--- src/rtl/core/rcn_pkg.sv ---
// Shared constants and types of the channel normalizer.
package rcn_pkg;
  localparam int FRAC_BITS = 8;
  localparam int PCT_SCALE = 100 << FRAC_BITS;
  localparam int QW        = 15;  // quotient bits, holds PCT_SCALE
  localparam int PCT_W     = 16;
  localparam int UPCT_W    = 15;
  localparam int NUM_LANES = 6;

  localparam int RST_STICK_MIN = 1000;
  localparam int RST_STICK_MID = 1500;
  localparam int RST_STICK_MAX = 2000;

  localparam logic [2:0] REG_STICK_MIN   = 3'd0;
  localparam logic [2:0] REG_STICK_MID   = 3'd1;
  localparam logic [2:0] REG_STICK_MAX   = 3'd2;
  localparam logic [2:0] REG_SWITCH_LOW  = 3'd3;
  localparam logic [2:0] REG_SWITCH_MID  = 3'd4;
  localparam logic [2:0] REG_SWITCH_HIGH = 3'd5;

  typedef struct packed {
    logic start;
    logic commit;
  } lane_ctl_t;
endpackage

--- src/rtl/core/rcn_lane.sv ---
// One analog channel: clamp, ratio by restoring divider, smoothing filter.
module rcn_lane import rcn_pkg::*; #(
  parameter int RAW_BITS = 12,
  parameter bit CENTERED = 1'b1
) (
  input  logic                       clk,
  input  logic                       rst_n,
  input  lane_ctl_t                  ctl,
  input  logic [RAW_BITS-1:0]        raw,
  input  logic [RAW_BITS-1:0]        lim_min,
  input  logic [RAW_BITS-1:0]        lim_mid,
  input  logic [RAW_BITS-1:0]        lim_max,
  output logic                       ready,
  output logic signed [PCT_W-1:0]    y_new
);
  localparam int NW = RAW_BITS + QW;
  localparam logic [2:0] ST_IDLE = 3'd0;
  localparam logic [2:0] ST_MUL  = 3'd1;
  localparam logic [2:0] ST_DIV  = 3'd2;
  localparam logic [2:0] ST_WAIT = 3'd3;

  logic [2:0]                  st_r, st_nxt;
  logic [3:0]                  cnt_r, cnt_nxt;
  logic [RAW_BITS-1:0]         d_r, span_r;
  logic                        neg_r, zero_r;
  logic [RAW_BITS:0]           rem_r;
  logic [QW-1:0]               low_r, q_r;
  logic signed [PCT_W-1:0]     y_r;

  logic [RAW_BITS-1:0]         vlo, v;
  logic signed [RAW_BITS+1:0]  vs, mins, mids, maxs, d, sp, dl;
  logic                        neg, zero;
  logic [NW-1:0]               num;
  logic [RAW_BITS:0]           trial;
  logic                        ge;
  logic signed [PCT_W-1:0]     tgt;
  logic signed [23:0]          acc;

  always_comb begin
    vlo  = (raw < lim_min) ? lim_min : raw;
    v    = (vlo > lim_max) ? lim_max : vlo;
    vs   = $signed({2'b00, v});
    mins = $signed({2'b00, lim_min});
    mids = $signed({2'b00, lim_mid});
    maxs = $signed({2'b00, lim_max});
    if (CENTERED && (vs < mids)) begin
      d   = mids - vs;
      sp  = mids - mins;
      neg = 1'b1;
    end else if (CENTERED) begin
      d   = vs - mids;
      sp  = maxs - mids;
      neg = 1'b0;
    end else begin
      d   = vs - mins;
      sp  = maxs - mins;
      neg = 1'b0;
    end
    zero = (sp <= 0) || (d <= 0);
    dl   = (d > sp) ? sp : d;
  end

  // rounding: add half the span before dividing
  assign num   = NW'(d_r) * NW'(PCT_SCALE) + NW'(span_r >> 1);
  assign trial = {rem_r[RAW_BITS-1:0], low_r[QW-1]};
  assign ge    = trial >= {1'b0, span_r};

  always_comb begin
    if (zero_r)     tgt = '0;
    else if (neg_r) tgt = -$signed({1'b0, q_r});
    else            tgt = $signed({1'b0, q_r});
    acc   = 24'(tgt) * 24'sd102 + 24'(y_r) * 24'sd154 + 24'sd128;
    y_new = acc[PCT_W+7:8];
  end

  assign ready = (st_r == ST_WAIT);

  always_comb begin
    st_nxt  = st_r;
    cnt_nxt = cnt_r;
    case (st_r)
      ST_IDLE: if (ctl.start) st_nxt = ST_MUL;
      ST_MUL: begin
        st_nxt  = ST_DIV;
        cnt_nxt = '0;
      end
      ST_DIV: begin
        cnt_nxt = cnt_r + 4'd1;
        if (cnt_r == 4'(QW - 1)) st_nxt = ST_WAIT;
      end
      ST_WAIT: if (ctl.commit) st_nxt = ST_IDLE;
      default: st_nxt = ST_IDLE;
    endcase
  end

  always_ff @(posedge clk) begin
    if (!rst_n) begin
      st_r  <= ST_IDLE;
      cnt_r <= '0;
      y_r   <= '0;
    end else begin
      st_r  <= st_nxt;
      cnt_r <= cnt_nxt;
      if (st_r == ST_WAIT && ctl.commit) y_r <= y_new;
    end
  end

  always_ff @(posedge clk) begin
    case (st_r)
      ST_IDLE: begin
        d_r    <= dl[RAW_BITS-1:0];
        span_r <= sp[RAW_BITS-1:0];
        neg_r  <= neg;
        zero_r <= zero;
      end
      ST_MUL: begin
        rem_r <= {1'b0, num[NW-1:QW]};
        low_r <= num[QW-1:0];
        q_r   <= '0;
      end
      ST_DIV: begin
        rem_r <= ge ? (trial - {1'b0, span_r}) : trial;
        low_r <= {low_r[QW-2:0], 1'b0};
        q_r   <= {q_r[QW-2:0], ge};
      end
      default: ;
    endcase
  end
endmodule

--- src/rtl/core/rcn_merge.sv ---
// Merge stage: gathers lane results, decodes switches, holds the output register.
module rcn_merge import rcn_pkg::*; #(
  parameter int RAW_BITS = 12
) (
  input  logic                    clk,
  input  logic                    rst_n,
  input  logic                    commit,
  input  logic                    out_stall,
  input  logic [PCT_W-1:0]        lane_y [NUM_LANES],
  input  logic [RAW_BITS-1:0]     sw_raw [4],
  input  logic [RAW_BITS-1:0]     lvl_low,
  input  logic [RAW_BITS-1:0]     lvl_mid,
  input  logic [RAW_BITS-1:0]     lvl_high,
  output logic                    free,
  output logic                    out_valid,
  output logic [PCT_W-1:0]        pct [NUM_LANES],
  output logic [1:0]              pos [4]
);
  logic             out_valid_r, out_valid_nxt;
  logic [PCT_W-1:0] pct_r [NUM_LANES];
  logic [1:0]       pos_r [4];
  logic [1:0]       pos_nxt [4];

  assign free = !out_valid_r || !out_stall;

  always_comb begin
    for (int i = 0; i < 4; i++) begin
      if (sw_raw[i] == lvl_low) pos_nxt[i] = 2'd0;
      else if (i == 2 && sw_raw[i] == lvl_mid) pos_nxt[i] = 2'd1;
      else if (sw_raw[i] == lvl_high) pos_nxt[i] = (i == 2) ? 2'd2 : 2'd1;
      else pos_nxt[i] = pos_r[i];
    end
    out_valid_nxt = commit ? 1'b1 : (out_valid_r && out_stall);
  end

  always_ff @(posedge clk) begin
    if (!rst_n) begin
      out_valid_r <= 1'b0;
      for (int i = 0; i < 4; i++) pos_r[i] <= '0;
    end else begin
      out_valid_r <= out_valid_nxt;
      if (commit) for (int i = 0; i < 4; i++) pos_r[i] <= pos_nxt[i];
    end
  end

  always_ff @(posedge clk) begin
    if (commit) for (int i = 0; i < NUM_LANES; i++) pct_r[i] <= lane_y[i];
  end

  assign out_valid = out_valid_r;
  assign pct       = pct_r;
  assign pos       = pos_r;
endmodule

--- src/rtl/core/rc_channel_normalize_smooth_top.sv ---
// Receiver channel normalizer top level: config registers, lanes and merge.
// Each frame is clamped at the edge that accepts it. The result register
// then loads after a multiply step, the per-lane restoring divider (15
// quotient bits, one quotient bit per cycle) and the filter/commit step.
// All six analog lanes divide in parallel. No new frame is taken while one
// is in flight; the next frame can be taken the cycle after commit. Commit
// waits while a finished result is still stalled in the output register.
// Config writes are taken every cycle (cfg_ready is tied high) and must
// only be issued while the block is idle.
module rc_channel_normalize_smooth_top import rcn_pkg::*; #(
  parameter int RAW_BITS = 12
) (
  input  logic                       clk,
  input  logic                       rst_n,
  input  logic                       cfg_valid,
  output logic                       cfg_ready,
  input  logic [2:0]                 cfg_index,
  input  logic [RAW_BITS-1:0]        cfg_data,
  input  logic                       in_valid,
  output logic                       in_stall,
  input  logic [RAW_BITS-1:0]        in_left_x_raw,
  input  logic [RAW_BITS-1:0]        in_left_y_raw,
  input  logic [RAW_BITS-1:0]        in_right_x_raw,
  input  logic [RAW_BITS-1:0]        in_right_y_raw,
  input  logic [RAW_BITS-1:0]        in_knob_a_raw,
  input  logic [RAW_BITS-1:0]        in_knob_b_raw,
  input  logic [RAW_BITS-1:0]        in_switch_a_raw,
  input  logic [RAW_BITS-1:0]        in_switch_b_raw,
  input  logic [RAW_BITS-1:0]        in_switch_c_raw,
  input  logic [RAW_BITS-1:0]        in_switch_d_raw,
  output logic                       out_valid,
  input  logic                       out_stall,
  output logic signed [PCT_W-1:0]    out_left_x_pct,
  output logic [UPCT_W-1:0]          out_left_y_pct,
  output logic signed [PCT_W-1:0]    out_right_x_pct,
  output logic signed [PCT_W-1:0]    out_right_y_pct,
  output logic [UPCT_W-1:0]          out_knob_a_pct,
  output logic [UPCT_W-1:0]          out_knob_b_pct,
  output logic                       out_switch_a_pos,
  output logic                       out_switch_b_pos,
  output logic [1:0]                 out_switch_c_pos,
  output logic                       out_switch_d_pos
);
  logic [RAW_BITS-1:0] stick_min_r, stick_mid_r, stick_max_r;
  logic [RAW_BITS-1:0] switch_low_r, switch_mid_r, switch_high_r;
  logic                busy_r, busy_nxt;
  logic [RAW_BITS-1:0] sw_raw_r [4];
  logic [RAW_BITS-1:0] lane_raw [NUM_LANES];
  logic [PCT_W-1:0]    lane_y [NUM_LANES];
  logic [NUM_LANES-1:0] lane_rdy;
  logic [PCT_W-1:0]    pct [NUM_LANES];
  logic [1:0]          pos [4];
  logic                accept, free;
  lane_ctl_t           ctl;

  assign cfg_ready = 1'b1;
  assign in_stall  = busy_r;
  assign accept    = in_valid && !busy_r;
  assign ctl.start  = accept;
  assign ctl.commit = busy_r && (&lane_rdy) && free;
  assign busy_nxt   = accept ? 1'b1 : (busy_r && !ctl.commit);

  always_ff @(posedge clk) begin
    if (!rst_n) begin
      busy_r        <= 1'b0;
      stick_min_r   <= RAW_BITS'(RST_STICK_MIN);
      stick_mid_r   <= RAW_BITS'(RST_STICK_MID);
      stick_max_r   <= RAW_BITS'(RST_STICK_MAX);
      switch_low_r  <= RAW_BITS'(RST_STICK_MIN);
      switch_mid_r  <= RAW_BITS'(RST_STICK_MID);
      switch_high_r <= RAW_BITS'(RST_STICK_MAX);
    end else begin
      busy_r <= busy_nxt;
      if (cfg_valid) begin
        case (cfg_index)
          REG_STICK_MIN:   stick_min_r   <= cfg_data;
          REG_STICK_MID:   stick_mid_r   <= cfg_data;
          REG_STICK_MAX:   stick_max_r   <= cfg_data;
          REG_SWITCH_LOW:  switch_low_r  <= cfg_data;
          REG_SWITCH_MID:  switch_mid_r  <= cfg_data;
          REG_SWITCH_HIGH: switch_high_r <= cfg_data;
          default: ;
        endcase
      end
    end
  end

  always_ff @(posedge clk) begin
    if (accept) begin
      sw_raw_r[0] <= in_switch_a_raw;
      sw_raw_r[1] <= in_switch_b_raw;
      sw_raw_r[2] <= in_switch_c_raw;
      sw_raw_r[3] <= in_switch_d_raw;
    end
  end

  assign lane_raw[0] = in_left_x_raw;
  assign lane_raw[1] = in_left_y_raw;
  assign lane_raw[2] = in_right_x_raw;
  assign lane_raw[3] = in_right_y_raw;
  assign lane_raw[4] = in_knob_a_raw;
  assign lane_raw[5] = in_knob_b_raw;

  for (genvar g = 0; g < NUM_LANES; g++) begin : g_lane
    rcn_lane #(
      .RAW_BITS (RAW_BITS),
      .CENTERED ((g == 0) || (g == 2) || (g == 3))
    ) u_lane (
      .clk     (clk),
      .rst_n   (rst_n),
      .ctl     (ctl),
      .raw     (lane_raw[g]),
      .lim_min (stick_min_r),
      .lim_mid (stick_mid_r),
      .lim_max (stick_max_r),
      .ready   (lane_rdy[g]),
      .y_new   (lane_y[g])
    );
  end

  rcn_merge #(.RAW_BITS(RAW_BITS)) u_merge (
    .clk       (clk),
    .rst_n     (rst_n),
    .commit    (ctl.commit),
    .out_stall (out_stall),
    .lane_y    (lane_y),
    .sw_raw    (sw_raw_r),
    .lvl_low   (switch_low_r),
    .lvl_mid   (switch_mid_r),
    .lvl_high  (switch_high_r),
    .free      (free),
    .out_valid (out_valid),
    .pct       (pct),
    .pos       (pos)
  );

  assign out_left_x_pct   = pct[0];
  assign out_left_y_pct   = pct[1][UPCT_W-1:0];
  assign out_right_x_pct  = pct[2];
  assign out_right_y_pct  = pct[3];
  assign out_knob_a_pct   = pct[4][UPCT_W-1:0];
  assign out_knob_b_pct   = pct[5][UPCT_W-1:0];
  assign out_switch_a_pos = pos[0][0];
  assign out_switch_b_pos = pos[1][0];
  assign out_switch_c_pos = pos[2];
  assign out_switch_d_pos = pos[3][0];
endmodule

--- config.mk ---
export PLATFORM = sky130hd
export DESIGN_NAME = rc_channel_normalize_smooth_top
export DESIGN_NICKNAME = d
export VERILOG_FILES = /design/src/rtl/core/rcn_pkg.sv /design/src/rtl/core/rcn_lane.sv /design/src/rtl/core/rcn_merge.sv /design/src/rtl/core/rc_channel_normalize_smooth_top.sv
export SDC_FILE = /design/constraint.sdc
export NUM_CORES = 2
export LEC_CHECK = 0
export BUFFER_PORTS_ARGS = -buffer_cell sky130_fd_sc_hd__buf_2
export CAP_MARGIN = 25
export CORE_MARGIN = 3
export CORE_UTILIZATION = 61
export CTS_CLUSTER_DIAMETER = 30
export DETAILED_ROUTE_END_ITERATION = 8
export PLACE_DENSITY_LB_ADDON = 0.08
export SETUP_SLACK_MARGIN = 0.1
export SLEW_MARGIN = 15
export SYNTH_ARGS = -nofsm -noshare
export SYNTH_HDL_FRONTEND = slang
export SYNTH_SLANG_ARGS = --single-unit
export TNS_END_PERCENT = 5
--- constraint.sdc ---
create_clock -name clk -period 27.3 [get_ports clk]
set_input_delay 4.095 -clock clk [delete_from_list [all_inputs] [get_ports clk]]
set_output_delay 4.095 -clock clk [all_outputs]
set_load 0.01 [all_outputs]
## After elaboration in Yosys (flattened, before gate mapping)

Cells that the tools add are included.

- Add/sub/neg operators: 45
- $mul: 18
- Divide/modulo/power cells: 0
- $lt $le $gt $ge: 37
- Equality and inequality tests: 56
- Shifts and indexed selects: 0
- Muxes and demuxes: 91
- Bitwise logic cells: 0
- Reduce and logical (&&, ||, !) cells: 56

Operator list:

| kind | count |
|---|---|
| 15-bit one-hot mux with 2 select lines | 12 |
| 12-bit two-way mux | 24 |
| 27-bit by 11-bit adder with 27-bit output | 6 |
| 12-bit by 12-bit subtractor with 13-bit output | 12 |
| 24-bit adder | 6 |
| 24-bit by 9-bit adder with 24-bit output, second input constant | 6 |
| 12-bit one-hot mux with 2 select lines | 6 |
| 16-bit by 7-bit multiplier with 23-bit output, second input constant | 6 |
| 16-bit by 8-bit multiplier with 23-bit output, second input constant | 6 |
| 12-bit equality test | 9 |
| 12-bit < comparator | 9 |
| 12-bit by 5-bit multiplier with 17-bit output, second input constant | 6 |
| 16-bit two-way mux | 6 |
| 14-bit by 1-bit less-or-equal comparator with 1-bit output, second input constant | 6 |
| 14-bit two-way mux | 6 |
| 13-bit by 12-bit >= comparator with 1-bit output | 6 |
| 12-bit > comparator | 6 |
| 3-bit one-hot mux with 4 select lines | 6 |
| 12-bit subtractor | 6 |
| 13-bit by 1-bit less-or-equal comparator with 1-bit output, second input constant | 4 |
| 15-bit negation with 16-bit output | 3 |
| 4-bit one-hot mux with 2 select lines | 6 |
| 15-bit two-way mux | 3 |
| 3-bit by 2-bit equality test with 1-bit output, second input constant | 14 |
| 20 further kinds | 123 |

- Flip-flop bits (word level): 763
- Bits in latches: 0
- RAM bits: 0
- Memory bits (read-only): 0
- Bits of input ports: 140
- Output and inout port bits: 101
- Logic and storage cells: 382
- Memories: 0

## Depth between registers and ports, before layout

- Depth after elaboration: 8
- Mapped depth: 48
- Depth with buffers taken out: 43

## Modules after synthesis

From an unflattened synthesis, not the netlist that was laid out.

- Cell total of the unflattened synthesis: 10163
- Area, all modules: 93395.8 um^2

By module, submodules not included:

| module | times used | cells each | area each (um^2) | sequential area each (um^2) |
|---|---|---|---|---|
| rcn_lane (g_lane[0].u_lane) | 1 | 1727 | 14941.8 | 2482.4 |
| rcn_lane (g_lane[3].u_lane) | 1 | 1707 | 14924.3 | 2482.4 |
| rcn_lane (g_lane[2].u_lane) | 1 | 1683 | 14923.1 | 2482.4 |
| rcn_lane (g_lane[1].u_lane) | 1 | 1541 | 13385.3 | 2452.4 |
| rcn_lane (g_lane[4].u_lane) | 1 | 1454 | 13354.1 | 2452.4 |
| rcn_lane (g_lane[5].u_lane) | 1 | 1468 | 13281.5 | 2452.4 |
| rcn_merge | 1 | 268 | 4306.6 | 3002.9 |
| rc_channel_normalize_smooth_top | 1 | 315 | 4279.1 | 2902.8 |

## Least setup slack after synthesis

Ideal clock, no wire load.

- Path type: input port to flip-flop
- Start point: input in_right_x_raw[1]
- End point: register g_lane[2].u_lane.d_r[8], data pin
- Library setup time: 0.260 ns
- Data arrival time: 12.522 ns
- Required time: 27.040 ns
- Slack: 14.519 ns
- Stages on the path: 47
- Path buffers: 6
- Path through: ha_1 -> a21o_1 -> a21o_1 -> a21o_1 -> a21o_1 -> a21o_1 -> a21oi_1 -> o21ai_1 -> a211o_1 -> clkbuf_1 -> mux2_2 -> ha_1 -> nor2b_1 -> o21ai_0 -> nand2b_1 -> a21oi_1 -> nor3_1 -> a2111oi_0 -> (+11 left out) -> buf_2 -> buf_2 -> nand2_1 -> nand2_1 -> inv_1 -> ha_1 -> nor2b_1 -> o21a_1 -> o21a_1 -> o21a_1 -> o21ai_0 -> nand2b_1 -> a21oi_1 -> o21ai_0 -> a311o_1 -> a31oi_1 -> buf_2 -> mux2_2

- Cells in the longest elaborated chain, start to end: 8
- Elaborated cells between the ends (all ways): 11
- Classes of those cells: add/sub (2); order compare (4); mux (5)

Ends and longest elaborated chain:

| element | line | text |
|---|---|---|
| from (decl) | rc_channel_normalize_smooth_top.sv:23 | `input logic [RAW_BITS-1:0] in_right_x_raw,` |
| 12-bit < comparator | rcn_lane.sv:40 | `vlo = (raw < lim_min) ? lim_min : raw;` |
| 12-bit two-way mux (*) | rcn_lane.sv:40 |  |
| 12-bit > comparator | rcn_lane.sv:41 | `v = (vlo > lim_max) ? lim_max : vlo;` |
| 12-bit two-way mux (*) | rcn_lane.sv:41 |  |
| 12-bit by 12-bit subtractor with 13-bit output, or another cell as far along | rcn_lane.sv:51 | `d = vs - mids;` |
| 14-bit two-way mux | rcn_lane.sv:46 | `if (CENTERED && (vs < mids)) begin` |
| 14-bit > comparator | rcn_lane.sv:60 | `dl = (d > sp) ? sp : d;` |
| 12-bit two-way mux (*) | rcn_lane.sv:60 |  |
| via g_lane[2].u_lane.dl[8] | rcn_lane.sv:31 | `logic signed [RAW_BITS+1:0] vs, mins, mids, maxs, d, sp, dl;` |
| to (signal assigned) | rcn_lane.sv:111 | `d_r <= dl[RAW_BITS-1:0];` |
| to (decl) | rcn_lane.sv:24 | `logic [RAW_BITS-1:0] d_r, span_r;` |

The timed path passes the listed nets; every way through them passes the cells marked *.
A chain may end at the register's enable or synchronous reset.

## Worst setup path after layout

- Start point: input in_left_x_raw[1]
- End point: register g_lane[0].u_lane.d_r[7], data pin

- Cells in the longest elaborated chain, start to end: 8
- Elaborated cells between the ends (all ways): 11
- Classes of those cells: add/sub (2); order compare (4); mux (5)

Ends and longest elaborated chain:

| element | line | text |
|---|---|---|
| from (decl) | rc_channel_normalize_smooth_top.sv:21 | `input logic [RAW_BITS-1:0] in_left_x_raw,` |
| 12-bit < comparator | rcn_lane.sv:40 |  |
| 12-bit two-way mux (*) | rcn_lane.sv:40 |  |
| 12-bit > comparator | rcn_lane.sv:41 |  |
| 12-bit two-way mux (*) | rcn_lane.sv:41 |  |
| 12-bit by 12-bit subtractor with 13-bit output, or another cell as far along | rcn_lane.sv:51 |  |
| 14-bit two-way mux | rcn_lane.sv:46 |  |
| 14-bit > comparator | rcn_lane.sv:60 |  |
| 12-bit two-way mux (*) | rcn_lane.sv:60 |  |
| via g_lane[0].u_lane.dl[7] | rcn_lane.sv:31 |  |
| to (signal assigned) | rcn_lane.sv:111 |  |
| to (decl) | rcn_lane.sv:24 |  |

Marked as above.

==> results.yml <==
run_status:
  status: "finished clean"
worst_setup_path:
  cp-startpoint: "in_left_x_raw[1]"
  cp-start-kind: "primary input"
  critPathCaptureType: "flop"
  worstPathMaxFanout: 24
  required_ns: 27.82
  cpPeakStageDelay_ns: 0.57
  worst_path_most_repeated_cell: "a21o_1"
  critical_path_class: "primary input to flop"
  worst-r2r-cell-count: 42
  r2r-start: "stick_min_r[2]$_SDFFE_PN0P_"
  worstPathArrival_ns: 13.69
  critPathSlowestCell: "nand3_2"
min_path:
  min_from: "switch_mid_r[0]$_SDFFE_PN0P_"
  hold_depth: 2
  hold_class: "flop to flop"
timing:
  setup_slack_ns: 14.13
  skew_ns: 0.0348
  period_needed_ns: 13.17
  timing.fmax_ghz: 0.0759
  slew_headroom_pct: 30.0
  setup_tns_ns: 0
  worst_pin_slew_ns: 1.05
  rsz0062_at_grt: "false"
  maxSlewViolCount: 0
  finalSetupViolCount: 0
  timing.hold.ws_ns: 0.467
  hold_viol: 0
  finalCritPeriodShare_pct: 48.2
clock_network:
  cts_tree: "done"
  ctsResizeCount: 0
  htree_levels: 4
  ctsHoldBuffers: 0
  cts_root_buf: "clkbuf_16"
  cts.sinks: 757
  cts.clk_slew.worst_paths_ns: 0.05
  clk-insertion-delay-late_ns: 0.79
  cts_buffer_depth: 3
  cts_buffers: 174
  postCtsSetupBuffers: 0
floorplanning:
  die_w_um: 382
  core_um2: 140000
  die_area_um2: 146000
  die_h_um: 382
  start_util_pct: 61.7
  rows: 137
  pin_count: 241
routing:
  wirelength_um: 220000
  firstDrtPassIters: 6
  postRouteAntennaNets: 0
  num_vias: 66200
  drc: 0
  viasPerCell: 5.68
  drtIter0Drc: 4589
  wl_per_cell_um: 18.9
synthesis:
  avgSynthCellArea_um2: 9.28
  synth_area_leader_cell: "ha_1"
  syn-cell-area_um2: 86400
  synth_top_area_share_pct: 24.9
  syn_inst: 9312
  synth_nets: 11500
  synth_area_leaders: "ha_1 (25%), edfxtp_1 (19%), fa_1 (8.6%)"
  synth_edf_count: 546
  ys.flop_type: "edfxtp_1"
  yosysSeqAreaShare_pct: 23.9
  synthTopCellsByCount: "ha_1 (1,717), inv_1 (1,466), nand2_1 (687)"
  synth_warnings: 0
  yosys.cell_count.top_type: "ha_1"
  async_reset_ff_share_pct: 0
  ys_ff_latch: 757
  netlist-cell-type-count: 90
place:
  dp_hpwl_um: 174000
  place_congestion: 0.961
  port_buffers: 239
  dp_slack_ns: 13.54
  placedCellCount: 11300
global_routing:
  gr-total-overflow: 0
  antenna_found_initial: 40
  grt_start_max_net_pins: 136
  grt_pass1_wl_um: 351000
  track_usage_pct: 29.9
  grt_pass1_vias: 65400
cells_and_area:
  area.growth.synth_to_final_pct: 11.2
  drive_gt1_share_pct: 9.36
  instances_no_fill: 11700
  final_nets: 11800
  fill_cells: 11000
job:
  cap_violations: 0
-- layout make-up --
| class | instances | area [um^2] | area share (%) |
|---|---|---|---|
| Antenna cell | 20 | 50.0 | 0.0521 |
| Clock buffer | 207 | 4610 | 4.80 |
| Clock inverter | 120 | 1430 | 1.49 |
| Inverter | 1471 | 5530 | 5.76 |
| Multi-Input combinational cell | 6890 | 59600 | 62.0 |
| Sequential cell | 757 | 20600 | 21.5 |
| Tap cell | 1876 | 2350 | 2.44 |
| Timing Repair Buffer | 317 | 1900 | 1.97 |
-- critical path: cells and delay by family --
| kind | cells | cell delay [ns] |
|---|---|---|
| AOI/OAI and AO/OA | 25 | 4.89 |
| xor gates and xnor gates | 1 | 0.46 |
| adders and majority gates | 4 | 1.28 |
| buffers and inverters | 3 | 0.59 |
| muxes | 3 | 0.99 |
| and+or+nand+nor | 7 | 1.37 |
-- registers in the layout (all words and copies together) (netlist names), 24 cells and up --
| name | count |
|---|---|
| g_lane.u_lane.q_r | 90 |
| g_lane.u_lane.cnt_r | 24 |
| g_lane.u_lane.span_r | 72 |
| g_lane.u_lane.d_r | 72 |
| u_merge.pct | 93 |
| g_lane.u_lane.low_r | 90 |
| g_lane.u_lane.y_r | 96 |
| g_lane.u_lane.rem_r | 72 |
| sw_raw_r | 48 |
-- worst paths after layout --
path / endpoint / slack (ns)
max: g_lane[0].u_lane.d_r[7]$_DFFE_PP_ / 14.13
min: switch_mid_r[0]$_SDFFE_PN0P_ / 0.47
max reg2reg: g_lane[0].u_lane.d_r[7]$_DFFE_PP_ / 16.37
min reg2reg: switch_mid_r[0]$_SDFFE_PN0P_ / 0.47
-- stage by stage --
step	instance area (um^2)	util (%)
floorplan	86400	-
global placement	89800	64.1
detailed placement	89800	64.2
CTS	95900	68.5
global route	96100	68.6
finish	96100	68.6
-- cell usage in the layout, fill, tap and decap left out, drive strengths merged, types with 211 or more instances in the layout --
master | synthesis | routed
ha | 1717 | 1717
inv | 1470 | 1489
nand2 | 687 | 687
edfxtp | 546 | 546
a21oi | 515 | 515
xnor2 | 454 | 454
nor2 | 430 | 430
o21ai | 399 | 399
fa | 373 | 373
buf | 23 | 317
xor2 | 250 | 250
mux2 | 215 | 215
dfxtp | 211 | 211
-- layer usage --
layer | global-route usage [%] | wire length (um) | vias up
li1 | - | - | 32700
met1 | 41.9 | 101000 | 31200
met2 | 47.0 | 96400 | 1820
met3 | 5.07 | 15100 | 465
met4 | 9.82 | 7610 | 14
met5 | 0 | 99 | -
-- logic make-up after synthesis --
kind of cell | share of synthesized area [%]
XOR/XNOR | 7.17
other | 0.00869
buffers and inverters | 7.25
AND/OR/NAND/NOR | 11.6
AO/OA/AOI/OAI | 11.5
adder cells (fa/ha/maj) | 33.5
flip-flops | 23.9
multiplexers | 5.12
Power is left out: the tool's default activity adds up to more than one toggle a clock period on the data nets, which glitch-free logic cannot reach.
